## src/rtl/core/longest_remaining_job_scheduler_defines.svh

```systemverilog
// Assertion helpers shared by the scheduler RTL.
`ifndef LONGEST_REMAINING_JOB_SCHEDULER_DEFINES_SVH
`define LONGEST_REMAINING_JOB_SCHEDULER_DEFINES_SVH

// Same-cycle implication, disabled while reset is low.
`define LRJS_ASSERT_IMPL(name, clk, rst_n, ante, cons) \
    name: assert property (@(posedge clk) disable iff (!rst_n) (ante) |-> (cons)) \
        else $error("lrjs: same-cycle check failed");

// Next-cycle implication, disabled while reset is low.
`define LRJS_ASSERT_NEXT(name, clk, rst_n, ante, cons) \
    name: assert property (@(posedge clk) disable iff (!rst_n) (ante) |=> (cons)) \
        else $error("lrjs: next-cycle check failed");

`endif

```

## src/rtl/core/lrjs_pkg.sv

```systemverilog
package lrjs_pkg;

    // Field widths
    localparam int ARR_W       = 12;
    localparam int BUR_W       = 12;
    localparam int IDX_OUT_W   = 4;
    localparam int RES_W       = 17;
    localparam int TOT_W       = 21;
    localparam int DEF_MAX_JOBS = 16;

    // Input beat
    typedef struct packed {
        logic [ARR_W-1:0] arrival_time;
        logic [BUR_W-1:0] burst_length;
        logic             last_job;
    } t_job_in;

    // Result beat
    typedef struct packed {
        logic [IDX_OUT_W-1:0] job_index;
        logic [RES_W-1:0]     completion_time;
        logic [RES_W-1:0]     turnaround;
        logic [RES_W-1:0]     waiting;
        logic [TOT_W-1:0]     total_turnaround;
        logic [TOT_W-1:0]     total_waiting;
        logic                 overflowed;
        logic                 last_result;
    } t_job_res;

    // Controller to datapath commands
    typedef struct packed {
        logic load_wr;    // store an input job
        logic scan_clr;   // restart the table scan
        logic scan_rd;    // read next entry of the scan
        logic time_step;  // run best job for one unit
        logic time_skip;  // jump time to next arrival
        logic out_clr;    // restart result readout
        logic out_rd;     // read entry for next result
        logic out_load;   // fill the result register
        logic set_clear;  // end of set: clear count, time, overflow
    } t_cmd;

    // Datapath to controller status
    typedef struct packed {
        logic idx_last;    // scan read address is the last stored entry
        logic best_valid;  // an arrived unfinished job was found
        logic any_unf;     // some job is unfinished
        logic out_fire;    // result beat taken this cycle
        logic res_last;    // held result is the final one
    } t_status;

endpackage

```

## src/rtl/core/lrjs_ctrl.sv

```systemverilog
module lrjs_ctrl (
    input  logic             i_clk,
    input  logic             i_rst_n,
    input  logic             i_in_valid,
    input  logic             i_last_job,
    output logic             o_in_ready,
    input  lrjs_pkg::t_status i_status,
    output lrjs_pkg::t_cmd    o_cmd
);
    import lrjs_pkg::*;

    typedef enum logic [6:0] {
        S_LOAD     = 7'b0000001,
        S_SCAN     = 7'b0000010,
        S_WAIT     = 7'b0000100,
        S_DECIDE   = 7'b0001000,
        S_OUT_RD   = 7'b0010000,
        S_OUT_CALC = 7'b0100000,
        S_OUT_HOLD = 7'b1000000
    } t_state;

    t_state r_state;
    t_state n_state;

    // Next state and command decode
    always_comb begin
        n_state    = r_state;
        o_cmd      = '0;
        o_in_ready = 1'b0;
        case (r_state)
            S_LOAD: begin
                o_in_ready = 1'b1;
                if (i_in_valid) begin
                    o_cmd.load_wr = 1'b1;
                    if (i_last_job) begin
                        o_cmd.scan_clr = 1'b1;
                        n_state        = S_SCAN;
                    end
                end
            end
            S_SCAN: begin
                o_cmd.scan_rd = 1'b1;
                if (i_status.idx_last) begin
                    n_state = S_WAIT;
                end
            end
            S_WAIT: begin
                // last read entry gets evaluated here
                n_state = S_DECIDE;
            end
            S_DECIDE: begin
                if (i_status.best_valid) begin
                    o_cmd.time_step = 1'b1;
                    o_cmd.scan_clr  = 1'b1;
                    n_state         = S_SCAN;
                end else if (i_status.any_unf) begin
                    o_cmd.time_skip = 1'b1;
                    o_cmd.scan_clr  = 1'b1;
                    n_state         = S_SCAN;
                end else begin
                    o_cmd.out_clr = 1'b1;
                    n_state       = S_OUT_RD;
                end
            end
            S_OUT_RD: begin
                o_cmd.out_rd = 1'b1;
                n_state      = S_OUT_CALC;
            end
            S_OUT_CALC: begin
                o_cmd.out_load = 1'b1;
                n_state        = S_OUT_HOLD;
            end
            S_OUT_HOLD: begin
                if (i_status.out_fire) begin
                    if (i_status.res_last) begin
                        o_cmd.set_clear = 1'b1;
                        n_state         = S_LOAD;
                    end else begin
                        n_state = S_OUT_RD;
                    end
                end
            end
            default: begin
                n_state = S_LOAD;
            end
        endcase
    end

    always_ff @(posedge i_clk) begin
        if (!i_rst_n) begin
            r_state <= S_LOAD;
        end else begin
            r_state <= n_state;
        end
    end

endmodule

```

## src/rtl/core/lrjs_dp.sv

```systemverilog
`include "longest_remaining_job_scheduler_defines.svh"

module lrjs_dp #(
    parameter int MAX_JOBS = lrjs_pkg::DEF_MAX_JOBS
) (
    input  logic               i_clk,
    input  logic               i_rst_n,
    input  lrjs_pkg::t_job_in  i_in_data,
    input  lrjs_pkg::t_cmd     i_cmd,
    output lrjs_pkg::t_status  o_status,
    output logic               o_out_valid,
    input  logic               i_out_ready,
    output lrjs_pkg::t_job_res o_out_data
);
    import lrjs_pkg::*;

    localparam int IDX_W    = $clog2(MAX_JOBS);
    localparam int CNT_W    = $clog2(MAX_JOBS + 1);
    // latest time: last arrival plus every burst
    localparam int TIME_RAW = $clog2((1 << ARR_W) * (MAX_JOBS + 1));
    localparam int TIME_W   = (TIME_RAW > RES_W) ? TIME_RAW : RES_W;

    // Job table, one entry per stored job
    logic [ARR_W-1:0]  mem_arr  [MAX_JOBS];
    logic [BUR_W-1:0]  mem_bur  [MAX_JOBS];
    logic [BUR_W-1:0]  mem_rem  [MAX_JOBS];
    logic [TIME_W-1:0] mem_done [MAX_JOBS];

    // Control registers
    logic [CNT_W-1:0]  r_count;
    logic [TIME_W-1:0] r_time;
    logic              r_ovf;
    logic [IDX_W-1:0]  r_scan_idx;
    logic              r_eval_vld;
    logic              r_best_vld;
    logic              r_any_unf;
    logic [IDX_W-1:0]  r_out_idx;
    logic              r_out_valid;
    logic [TOT_W-1:0]  r_tot_tat;
    logic [TOT_W-1:0]  r_tot_wt;

    // Payload registers
    logic [ARR_W-1:0]  r_rd_arr;
    logic [BUR_W-1:0]  r_rd_bur;
    logic [BUR_W-1:0]  r_rd_rem;
    logic [TIME_W-1:0] r_rd_done;
    logic [IDX_W-1:0]  r_eval_idx;
    logic [IDX_W-1:0]  r_best_idx;
    logic [ARR_W-1:0]  r_best_arr;
    logic [BUR_W-1:0]  r_best_bur;
    logic [BUR_W-1:0]  r_best_rem;
    logic [TIME_W-1:0] r_best_done;
    logic [ARR_W-1:0]  r_min_arr;
    t_job_res          r_out_data;

    logic                 w_has_room;
    logic                 w_wr_en;
    logic [IDX_W-1:0]     w_wr_addr;
    logic [ARR_W-1:0]     w_wr_arr;
    logic [BUR_W-1:0]     w_wr_bur;
    logic [BUR_W-1:0]     w_wr_rem;
    logic [TIME_W-1:0]    w_wr_done;
    logic                 w_rd_en;
    logic [IDX_W-1:0]     w_rd_addr;
    logic                 w_unf;
    logic                 w_arrived;
    logic                 w_better;
    logic [TIME_W-1:0]    w_tat;
    logic [TIME_W-1:0]    w_wt;
    logic                 w_out_last;
    logic [IDX_OUT_W-1:0] w_idx_out;
    logic                 w_out_fire;
    logic                 w_skip_fwd;

    assign w_has_room = r_count < CNT_W'(MAX_JOBS);

    // Write port: load of a new job or update of the running job
    always_comb begin
        w_wr_en   = 1'b0;
        w_wr_addr = r_best_idx;
        w_wr_arr  = r_best_arr;
        w_wr_bur  = r_best_bur;
        w_wr_rem  = r_best_rem - BUR_W'(1);
        w_wr_done = (r_best_rem == BUR_W'(1)) ? (r_time + TIME_W'(1)) : r_best_done;
        if (i_cmd.load_wr) begin
            w_wr_en   = w_has_room;
            w_wr_addr = r_count[IDX_W-1:0];
            w_wr_arr  = i_in_data.arrival_time;
            w_wr_bur  = i_in_data.burst_length;
            w_wr_rem  = i_in_data.burst_length;
            w_wr_done = TIME_W'(i_in_data.arrival_time);
        end else if (i_cmd.time_step) begin
            w_wr_en = 1'b1;
        end
    end

    // Read port: scan or result readout
    assign w_rd_en   = i_cmd.scan_rd | i_cmd.out_rd;
    assign w_rd_addr = i_cmd.scan_rd ? r_scan_idx : r_out_idx;

    always_ff @(posedge i_clk) begin
        if (w_wr_en) begin
            mem_arr[w_wr_addr]  <= w_wr_arr;
            mem_bur[w_wr_addr]  <= w_wr_bur;
            mem_rem[w_wr_addr]  <= w_wr_rem;
            mem_done[w_wr_addr] <= w_wr_done;
        end
        if (w_rd_en) begin
            r_rd_arr  <= mem_arr[w_rd_addr];
            r_rd_bur  <= mem_bur[w_rd_addr];
            r_rd_rem  <= mem_rem[w_rd_addr];
            r_rd_done <= mem_done[w_rd_addr];
        end
    end

    // Scan evaluation: longest remaining, then earlier arrival, then lower index
    assign w_unf     = r_rd_rem != '0;
    assign w_arrived = TIME_W'(r_rd_arr) <= r_time;
    assign w_better  = !r_best_vld || (r_rd_rem > r_best_rem) ||
                       ((r_rd_rem == r_best_rem) && (r_rd_arr < r_best_arr));

    // Result arithmetic
    assign w_tat      = r_rd_done - TIME_W'(r_rd_arr);
    assign w_wt       = (w_tat > TIME_W'(r_rd_bur)) ? (w_tat - TIME_W'(r_rd_bur)) : '0;
    assign w_out_last = (CNT_W'(r_out_idx) + CNT_W'(1)) == r_count;
    assign w_idx_out  = IDX_OUT_W'(r_out_idx);
    assign w_out_fire = r_out_valid & i_out_ready;
    assign w_skip_fwd = r_any_unf && (TIME_W'(r_min_arr) > r_time);

    // Control state
    always_ff @(posedge i_clk) begin
        if (!i_rst_n) begin
            r_count     <= '0;
            r_time      <= '0;
            r_ovf       <= 1'b0;
            r_scan_idx  <= '0;
            r_eval_vld  <= 1'b0;
            r_best_vld  <= 1'b0;
            r_any_unf   <= 1'b0;
            r_out_idx   <= '0;
            r_out_valid <= 1'b0;
            r_tot_tat   <= '0;
            r_tot_wt    <= '0;
        end else begin
            r_eval_vld <= i_cmd.scan_rd;
            if (i_cmd.load_wr) begin
                if (w_has_room) begin
                    r_count <= r_count + CNT_W'(1);
                end else begin
                    r_ovf <= 1'b1;
                end
            end
            if (i_cmd.scan_clr) begin
                r_scan_idx <= '0;
                r_best_vld <= 1'b0;
                r_any_unf  <= 1'b0;
            end else begin
                if (i_cmd.scan_rd) begin
                    r_scan_idx <= r_scan_idx + IDX_W'(1);
                end
                if (r_eval_vld && w_unf) begin
                    r_any_unf <= 1'b1;
                    if (w_arrived) begin
                        r_best_vld <= 1'b1;
                    end
                end
            end
            if (i_cmd.time_step) begin
                r_time <= r_time + TIME_W'(1);
            end else if (i_cmd.time_skip) begin
                r_time <= TIME_W'(r_min_arr);
            end
            if (i_cmd.out_clr) begin
                r_out_idx <= '0;
                r_tot_tat <= '0;
                r_tot_wt  <= '0;
            end
            if (i_cmd.out_load) begin
                r_out_idx   <= r_out_idx + IDX_W'(1);
                r_tot_tat   <= r_tot_tat + TOT_W'(w_tat);
                r_tot_wt    <= r_tot_wt + TOT_W'(w_wt);
                r_out_valid <= 1'b1;
            end else if (w_out_fire) begin
                r_out_valid <= 1'b0;
            end
            if (i_cmd.set_clear) begin
                r_count <= '0;
                r_time  <= '0;
                r_ovf   <= 1'b0;
            end
        end
    end

    // Scan payload: best candidate and earliest unfinished arrival
    always_ff @(posedge i_clk) begin
        if (i_cmd.scan_rd) begin
            r_eval_idx <= r_scan_idx;
        end
        if (r_eval_vld && w_unf) begin
            if (!r_any_unf || (r_rd_arr < r_min_arr)) begin
                r_min_arr <= r_rd_arr;
            end
            if (w_arrived && w_better) begin
                r_best_idx  <= r_eval_idx;
                r_best_arr  <= r_rd_arr;
                r_best_bur  <= r_rd_bur;
                r_best_rem  <= r_rd_rem;
                r_best_done <= r_rd_done;
            end
        end
    end

    // Result register
    always_ff @(posedge i_clk) begin
        if (i_cmd.out_load) begin
            r_out_data.job_index        <= w_idx_out;
            r_out_data.completion_time  <= r_rd_done[RES_W-1:0];
            r_out_data.turnaround       <= w_tat[RES_W-1:0];
            r_out_data.waiting          <= w_wt[RES_W-1:0];
            r_out_data.total_turnaround <= r_tot_tat + TOT_W'(w_tat);
            r_out_data.total_waiting    <= r_tot_wt + TOT_W'(w_wt);
            r_out_data.overflowed       <= r_ovf;
            r_out_data.last_result      <= w_out_last;
        end
    end

    assign o_out_valid = r_out_valid;
    assign o_out_data  = r_out_data;

    always_comb begin
        o_status            = '0;
        o_status.idx_last   = (CNT_W'(r_scan_idx) + CNT_W'(1)) == r_count;
        o_status.best_valid = r_best_vld;
        o_status.any_unf    = r_any_unf;
        o_status.out_fire   = w_out_fire;
        o_status.res_last   = r_out_data.last_result;
    end

    // A unit of work only runs when the scan found a candidate
    `LRJS_ASSERT_IMPL(a_step_has_best, i_clk, i_rst_n, i_cmd.time_step, r_best_vld)
    // An idle skip must move time strictly forward
    `LRJS_ASSERT_IMPL(a_skip_forward, i_clk, i_rst_n, i_cmd.time_skip, w_skip_fwd)
    // A job offered to a full table marks the set as overflowed
    `LRJS_ASSERT_NEXT(a_full_flags, i_clk, i_rst_n, i_cmd.load_wr && !w_has_room, r_ovf)
    // Loading never overlaps a pending result
    `LRJS_ASSERT_IMPL(a_load_no_result, i_clk, i_rst_n, i_cmd.load_wr, !r_out_valid)

endmodule

```

## src/rtl/core/longest_remaining_job_scheduler.sv

```systemverilog
// Channel  | Direction | Handshake                     | Beat
// ---------+-----------+-------------------------------+--------------------------
// job in   | input     | i_in_valid / o_in_ready       | i_in_data  (t_job_in)
// result   | output    | o_out_valid / i_out_ready     | o_out_data (t_job_res)
//
// Loading accepts one job beat per cycle; o_in_ready is low from the last job of a set
// until its final result beat is taken.
// Scheduling reads the job table through its single read port: each simulated time
// unit (or idle skip) scans all N stored jobs, then passes S_WAIT and S_DECIDE.
// Each result beat steps S_OUT_RD, S_OUT_CALC, S_OUT_HOLD and waits there on i_out_ready.
// Reset (i_rst_n low, synchronous) empties the job table count, time and overflow flag.
module longest_remaining_job_scheduler #(
    parameter int MAX_JOBS = lrjs_pkg::DEF_MAX_JOBS
) (
    input  logic               i_clk,
    input  logic               i_rst_n,
    input  logic               i_in_valid,
    output logic               o_in_ready,
    input  lrjs_pkg::t_job_in  i_in_data,
    output logic               o_out_valid,
    input  logic               i_out_ready,
    output lrjs_pkg::t_job_res o_out_data
);
    import lrjs_pkg::*;

    t_cmd    w_cmd;
    t_status w_status;

    // Sequencer
    lrjs_ctrl u_ctrl (
        .i_clk      (i_clk),
        .i_rst_n    (i_rst_n),
        .i_in_valid (i_in_valid),
        .i_last_job (i_in_data.last_job),
        .o_in_ready (o_in_ready),
        .i_status   (w_status),
        .o_cmd      (w_cmd)
    );

    // Job table, scan unit and result register
    lrjs_dp #(
        .MAX_JOBS (MAX_JOBS)
    ) u_dp (
        .i_clk       (i_clk),
        .i_rst_n     (i_rst_n),
        .i_in_data   (i_in_data),
        .i_cmd       (w_cmd),
        .o_status    (w_status),
        .o_out_valid (o_out_valid),
        .i_out_ready (i_out_ready),
        .o_out_data  (o_out_data)
    );

endmodule

```

## config.mk

```make
export PLATFORM = sky130hd
export DESIGN_NAME = longest_remaining_job_scheduler
export DESIGN_NICKNAME = d
export VERILOG_FILES = /design/src/rtl/core/lrjs_pkg.sv /design/src/rtl/core/lrjs_ctrl.sv /design/src/rtl/core/lrjs_dp.sv /design/src/rtl/core/longest_remaining_job_scheduler.sv
export VERILOG_INCLUDE_DIRS = /design/src /design/src/rtl/core
export SDC_FILE = /design/constraint.sdc
export NUM_CORES = 2
export LEC_CHECK = 0
export BUFFER_PORTS_ARGS = -buffer_cell sky130_fd_sc_hd__buf_2
export CORE_UTILIZATION = 55
export DETAILED_ROUTE_END_ITERATION = 12
export PLACE_DENSITY = 0.74
export SLEW_MARGIN = 40
export SYNTH_ARGS = -nofsm -noshare
export SYNTH_HDL_FRONTEND = slang
export SYNTH_SLANG_ARGS = --single-unit
```

## constraint.sdc

```tcl
create_clock -name i_clk -period 6.1 [get_ports i_clk]
set_input_delay 0.915 -clock i_clk [delete_from_list [all_inputs] [get_ports i_clk]]
set_output_delay 0.915 -clock i_clk [all_outputs]
set_load 0.02 [all_outputs]
```

== Yosys cells after proc, flatten, opt, wreduce, memory -nomap -nowiden ==
Memories as Yosys holds them, arrays and structs flattened. A register that Yosys moved wholly into a read port is not among the register bits.
Index checks and enable logic that the tools add are counted.
Storage, ports and cells
  register bits after elaboration: 256
  RAM bits: 848
  bits of input ports: 29
  output and inout bits: 101
  word-level logic and storage cells: 133
  memories: 4
Memories
  u_dp.mem_done: words 16, width 17, rd ports 1, clocked after Yosys merged registers in 1, write ports 1, line lrjs_dp.sv:27  | logic [TIME_W-1:0] mem_done [MAX_JOBS];
  u_dp.mem_arr: words 16, width 12, rd ports 1, clocked after Yosys merged registers in 1, write ports 1, line lrjs_dp.sv:24  | logic [ARR_W-1:0] mem_arr [MAX_JOBS];
  u_dp.mem_bur: words 16, width 12, rd ports 1, clocked after Yosys merged registers in 1, write ports 1, line lrjs_dp.sv:25  | logic [BUR_W-1:0] mem_bur [MAX_JOBS];
  u_dp.mem_rem: words 16, width 12, rd ports 1, clocked after Yosys merged registers in 1, write ports 1, line lrjs_dp.sv:26  | logic [BUR_W-1:0] mem_rem [MAX_JOBS];
Cells by class
  $add $sub $neg: 11
  magnitude comparators: 6
  equality and inequality tests: 15
  multiplexer cells: 46
  bitwise gates (word level): 4
  reduce and logical (&&, ||, !) cells: 20
Operators by type and width (number)
  $mux 17: 5
  $mux 21: 3
  $pmux 7 s7: 1
  $add 21x17->21: 2
  $mux 12: 3
  $sub 17x12->17: 2
  $mux 7: 4
  $lt 12x12->1: 2
  $mux 1: 19
  $add 17x1->17 const B: 1
  $gt 17x12->1: 1
  $le 12x17->1: 1
  $mux 4: 4
  $mux 5: 3
  $eq 12x1->1 const B: 1
  $eq 12x12->1: 1
  $gt 12x12->1: 1
  $reduce_bool 12->1: 1
  $sub 12x1->12 const B: 1
  $add 4x1->5 const B: 2
  $eq 5x5->1: 2
  $reduce_and 2->1: 5
  $add 4x1->4 const B: 2
  $eq 7x1->1 const B: 1
  other kinds (22): 34

== Depth between registers and ports, before layout ==
  word-level depth: 7
  mapped depth: 27
  gate-level depth less buffers: 27

== Modules after synthesis ==
From an unflattened synthesis, not the netlist that was laid out.
Second synthesis, totals
  cell total of the unflattened synthesis: 2933
  area, all modules: 48452.7 um2
By module, submodules not included
  lrjs_dp: instances 1, cells each 2875, area each 47971.0 um2, seq. area each 33762.4 um2
  lrjs_ctrl: instances 1, cells each 58, area each 481.7 um2, seq. area each 140.1 um2

== Worst setup path before layout ==
OpenSTA, ideal clock, no wires.
  path kind: reg-to-reg
  from: reg u_dp.r_rd_arr[4] (read register of u_dp.mem_arr)
  to: reg u_dp.r_out_data (netlist bit u_dp.o_out_data[21]) (data pin)
  library setup time: 0.258 ns
  arrival: 6.034 ns
  required time: 5.842 ns
  setup slack: -0.193 ns
  cell stages (with the launch flop): 24
  path buffers: 1
  clock period less this slack: 6.293 ns
  path through: edfxtp_1 > inv_1 > ha_1 > a21o_1 > or3_1 > o211a_1 > o21a_1 > o21a_1 > or4_1 > nand3_1 > ha_1 > and4_1 > a221o_1 > a21o_1 > a21oi_1 > clkbuf_1 > a21oi_1 > ha_1 > and3_1 > or4b_2 > a21oi_1 > o2111ai_1 > and2_1 > xnor2_1
Between the ends
  cells in the longest elaborated chain, start to end: 4
  elaborated cells on any way between the ends: 5
  classes of those cells: 3 x add/sub; 1 x order compare; 1 x mux
Ends and longest elaborated chain
  from (decl): line lrjs_dp.sv:43  | logic [ARR_W-1:0] r_rd_arr;
  $sub 17x12->17: line lrjs_dp.sv:123  | assign w_tat = r_rd_done - TIME_W'(r_rd_arr);
  named net u_dp.w_tat[11]: line lrjs_dp.sv:68  | logic [TIME_W-1:0] w_tat;
  $gt 17x12->1: line lrjs_dp.sv:124  | assign w_wt = (w_tat > TIME_W'(r_rd_bur)) ? (w_tat - TIME_W'(r_rd_bur)) : '0;
  $mux 17: line lrjs_dp.sv:124
  named net u_dp.w_wt[9]: line lrjs_dp.sv:69  | logic [TIME_W-1:0] w_wt;
  $add 21x17->21: line lrjs_dp.sv:221  | r_out_data.total_waiting <= r_tot_wt + TOT_W'(w_wt);
  to (decl): line lrjs_dp.sv:54  | t_job_res r_out_data;
The timed path passes the listed nets, and every way through them passes these cells.
A chain may end at the register's enable or synchronous reset.

== Worst setup path in the final report ==
  from: reg u_dp.r_rd_arr[4] (read register of u_dp.mem_arr)
  to: reg u_dp.r_tot_wt[17]
Between the ends
  cells in the longest elaborated chain, start to end: 5
  elaborated cells on any way between the ends: 6
  classes of those cells: 3 x add/sub; 1 x order compare; 2 x mux
Ends and longest elaborated chain
  $sub 17x12->17: line lrjs_dp.sv:123
  named net u_dp.w_tat[11]: line lrjs_dp.sv:68
  $gt 17x12->1: line lrjs_dp.sv:124
  $mux 17: line lrjs_dp.sv:124
  named net u_dp.w_wt[3]: line lrjs_dp.sv:69
  $add 21x17->21: line lrjs_dp.sv:181  | r_tot_wt <= r_tot_wt + TOT_W'(w_wt);
  $mux 21: line lrjs_dp.sv:178  | if (i_cmd.out_load) begin
  to (signal assigned): line lrjs_dp.sv:181
  to (decl): line lrjs_dp.sv:40  | logic [TOT_W-1:0] r_tot_wt;
The timed path passes the listed nets, and every way through them passes these cells.

==> impl_results.rst <==
.. list-table::
   :header-rows: 1

   * - Metric
     - Value
   * - H-tree lvl count
     - 3
   * - Placement Setup Slack
     - -0.0718 ns
   * - Final routed wire length divided by cell count
     - 26.8 µm
   * - Total power per unit cell area
     - 322 mW/mm²
   * - Gate Count Post-Synth
     - 2835
   * - CP startpoint
     - u_dp.r_rd_arr[4]
   * - Sort of element at the start of the critical path
     - register
   * - Maximum number of pins on one net before global-route repair
     - 78
   * - Synthesis-stage register bit count
     - 1157
   * - Leak
     - 20.4 nW
   * - Clock tree skew after final layout
     - 0.0287 ns
   * - Crit path kind
     - reg2reg
   * - Starting density of the core
     - 0.558
   * - CP endpoint kind
     - register
   * - Final instance count without filler cells
     - 4376
   * - Largest cells by area after synthesis
     - sky130_fd_sc_hd__edfxtp_1 (66%), sky130_fd_sc_hd__mux4_2 (9.8%), sky130_fd_sc_hd__dfxtp_1 (3.4%)
   * - Area fraction in compound gates after synthesis
     - 0.0532
   * - Synth Area in Adders
     - 0.0299
   * - Final GP Congestion
     - 0.898
   * - DRT Wirelength
     - 117 mm
   * - Maximum operating frequency
     - 171 MHz
   * - Overall die height
     - 300 µm
   * - Cell chosen for the clock root
     - sky130_fd_sc_hd__clkbuf_16
   * - First-pass GRT wire length
     - 173 mm
   * - Via count
     - 27400
   * - Slew of the pin with the lowest slew margin
     - 0.828 ns
   * - Flip-flop cell with the highest count after synthesis
     - sky130_fd_sc_hd__edfxtp_1
   * - Synth-to-Final Area Change
     - 14.2%
   * - Insertion delay to the later sink of the worst-skew pair
     - 0.71 ns
   * - Number of nets at the end of the flow
     - 3269
   * - Fin worst setup slack
     - 0.267 ns
   * - Number of detailed-routing iterations run before antenna repair
     - 7
   * - Cell mode on critical path
     - sky130_fd_sc_hd__o21a_1
   * - Slew Viols, Final
     - 0
   * - Final critical delay including setup and external delays
     - 5.83 ns
   * - Overall track demand over capacity in global routing
     - 0.262
   * - MaxCap Viol Count
     - 0
   * - Number of flops mapped to enable cells by yosys
     - 1073
   * - Worst Path Arrival
     - 6.41 ns
   * - Antenna violations before repair
     - 0
   * - Final worst-path cycle share
     - 0.956
   * - Net count of the mapped netlist
     - 2978
   * - Hold crit path type
     - reg2reg
   * - Proportion of layout cells with a drive suffix above 1
     - 0.233
   * - Area share of and/or/nand/nor cells after synthesis
     - 0.0477
   * - Worst rel slew slack
     - 0.448
   * - Standard cell core area
     - 0.0873 mm²
   * - FP Rows
     - 108
   * - Endpoint required time on the critical path
     - 6.67 ns
   * - Maximum buffer depth of the clock tree
     - 3
   * - Max rail drop VDD
     - 0.262 mV
   * - Setup_tns
     - 0 ns
   * - Post-route worst hold slack
     - 0.452 ns
   * - Final Util
     - 0.638
   * - Worst-path cell chain
     - inv_1, ha_1, a21o_1, or3_1, o211a_1, o21a_1, o21a_1, or4_4, nand3_2, ha_4, and4_1, a221o_1, a21o_1, a21oi_4, a21oi_2, ha_1, o21ai_0, o21a_1, or4b_4, a21oi_4, o21a_1, nor3_1, o32a_1
   * - Status
     - complete, no violations
   * - Mapped Avg Cell Area
     - 17.2 µm²
   * - Combined area of all synthesized cells
     - 0.0488 mm²
   * - Count of distinct cell types in the synthesized netlist
     - 77
   * - TritonCTS clock tree
     - done
   * - Post-route ant nets
     - 0
   * - Worst Reg2Reg Path Length in Cells
     - 23
   * - Combinational family with the most area after synthesis
     - multiplexers
   * - Warnings, synthesis
     - 0
   * - WHS Path Cells
     - 0
   * - Fillers
     - 6002
   * - Detailed placement HPWL
     - 70.7 mm
   * - Clock slew at reported path FFs
     - 0.07 ns
   * - Peak fanout along the critical path
     - 6
   * - Launch instance of the worst register-to-register path
     - u_dp.r_rd_arr[4]
   * - Proportion of netlist area held by the largest area contributor
     - 0.661
   * - Via count of the first global-routing pass
     - 27400
   * - Final setup violating endpoints
     - 0
   * - Hold violation count in the final report
     - 0
   * - Yosys top cell by area
     - sky130_fd_sc_hd__edfxtp_1
   * - Floorplan die area
     - 0.0898 mm²
   * - Slowest Stage Delay on Critical Path
     - 0.55 ns
   * - Number of buffers inserted during clock tree synthesis
     - 111
   * - Number of design-rule violations left by the first detailed-router iteration
     - 2828
   * - Multiplexer share of the synthesized area
     - 0.133
   * - Share of synthesized area occupied by flip-flops and latches
     - 0.695
   * - Via/cell ratio
     - 6.27
   * - Number of top-level pins
     - 130
   * - Remaining DRCs
     - 0
   * - Share of flip-flops with an asynchronous set or reset after synthesis
     - 0
   * - Critical-path cell with the highest stage delay
     - sky130_fd_sc_hd__or4b_4
   * - Cell Count Post-Placement
     - 4158
   * - Overflow left after global routing
     - 0
   * - Clock tree sinks
     - 1157
   * - Origin of the worst min-delay path
     - u_dp.r_eval_idx[1]
   * - Buffers on Ports
     - 129
   * - Overall die width
     - 300 µm
   * - Post-Synth XOR/XNOR Area
     - 0.0158
[state kept, by name (all words and copies together), names as in the netlist, 4 cells and up]
signal and flops:
u_dp.r_tot_tat 21, u_dp.r_best_arr 12, u_dp.r_best_done 17, u_dp.r_rd_bur 12, u_dp.r_eval_idx 4, u_dp.r_best_idx 4, u_dp.r_count 5, u_dp.r_out_idx 4
u_dp.r_best_bur 12, u_dp.r_rd_arr 12, u_ctrl.r_state 7, u_dp.mem_rem 192, u_dp.r_min_arr 12, u_dp.mem_arr 192, u_dp.r_scan_idx 4, u_dp.r_tot_wt 21
u_dp.r_time 17, u_dp.r_rd_done 17, u_dp.r_rd_rem 12, u_dp.mem_bur 192, u_dp.o_out_data 99, u_dp.r_best_rem 12, u_dp.mem_done 272
[cell usage in the layout (no fill, tap or decap), types with 66 or more instances in the layout]
| master | instances |
|---|---|
| sky130_fd_sc_hd__o21ai_0 | 89 |
| sky130_fd_sc_hd__clkbuf_16 | 113 |
| sky130_fd_sc_hd__dfxtp_1 | 84 |
| sky130_fd_sc_hd__xnor2_1 | 66 |
| sky130_fd_sc_hd__a21oi_1 | 85 |
| sky130_fd_sc_hd__nor2_1 | 97 |
| sky130_fd_sc_hd__mux4_2 | 212 |
| sky130_fd_sc_hd__ha_1 | 107 |
| sky130_fd_sc_hd__mux2i_1 | 164 |
| sky130_fd_sc_hd__buf_4 | 136 |
| sky130_fd_sc_hd__buf_2 | 129 |
| sky130_fd_sc_hd__edfxtp_1 | 1073 |
| sky130_fd_sc_hd__nand2_1 | 132 |
| sky130_fd_sc_hd__inv_1 | 105 |
[worst paths after layout]
check                        to  slack, ns
min reg2reg  u_dp.r_best_idx[1]       0.45
max           u_dp.r_tot_wt[17]       0.27
max reg2reg   u_dp.r_tot_wt[17]       0.27
min          u_dp.r_best_idx[1]       0.45
[layout make-up]
cell class / count / area, µm² / area share
Inverter: 106 / 403 / 0.00724
Clock inverter: 63 / 663 / 0.0119
Timing Repair Buffer: 296 / 2230 / 0.0400
Multi-Input combinational cell: 1454 / 14000 / 0.252
Clock buffer: 144 / 3000 / 0.0540
Tap cell: 1155 / 1450 / 0.0260
Sequential cell: 1157 / 33900 / 0.609
Antenna cell: 1 / 2.50 / 0.0000450
[where the power goes]
part,internal (mW),switching [mW]
clock,3.88,2.98
sequential,9.18,0.0801
combinational,0.617,1.18
[metrics by stage]
stage          area, µm²  power [mW]
2_1_floorplan      48800        10.4
3_3_place_gp       51600        11.0
3_5_place_dp       51700        11.1
4_1_cts            55400        18.0
5_1_grt            55700        18.4
6_report           55700        17.9
[worst max-delay path: cells and delay by family, from the launching register on]
family,cells,cell delay [ns]
flip-flops,1,0.40
AO/OA/AOI/OAI,13,2.80
AND/OR/NAND/NOR,6,1.65
buffers and inverters,1,0.09
adder cells (fa/ha/maj),3,0.75
[cells by family (layout without fill, tap and decap cells)]
group / Yosys count / after routing
flip-flops: 1157 / 1157
AND/OR/NAND/NOR: 473 / 473
AO/OA/AOI/OAI: 399 / 399
multiplexers: 380 / 380
buffers and inverters: 224 / 609
adder cells (fa/ha/maj): 114 / 114
XOR/XNOR: 88 / 88
other: 0 / 1
[synth_stat cells, types with 51 or more instances]
master                     count
sky130_fd_sc_hd__mux2i_1     167
sky130_fd_sc_hd__inv_1       106
sky130_fd_sc_hd__dfxtp_1      84
sky130_fd_sc_hd__edfxtp_1   1073
sky130_fd_sc_hd__ha_1        110
sky130_fd_sc_hd__o21ai_0     100
sky130_fd_sc_hd__nand2_1     132
sky130_fd_sc_hd__a21oi_1      93
sky130_fd_sc_hd__mux4_2      212
sky130_fd_sc_hd__nor2_1      114
sky130_fd_sc_hd__clkbuf_1     51
sky130_fd_sc_hd__xnor2_1      67
[per-layer routing]
layer,share of wire,global-route usage
met4,0.025,0.0762
met3,0.078,0.0366
met5,0,0
met1,0.41,0.364
met2,0.49,0.435
[what timing repair did]
action,4_1_cts,5_1_grt
hold buffers,0,0
pin swaps,1,20
endpoints found under the setup margin,4,22
resized for setup,2,36
buffers inserted,0,9
Power figures use the tool's default switching activity.
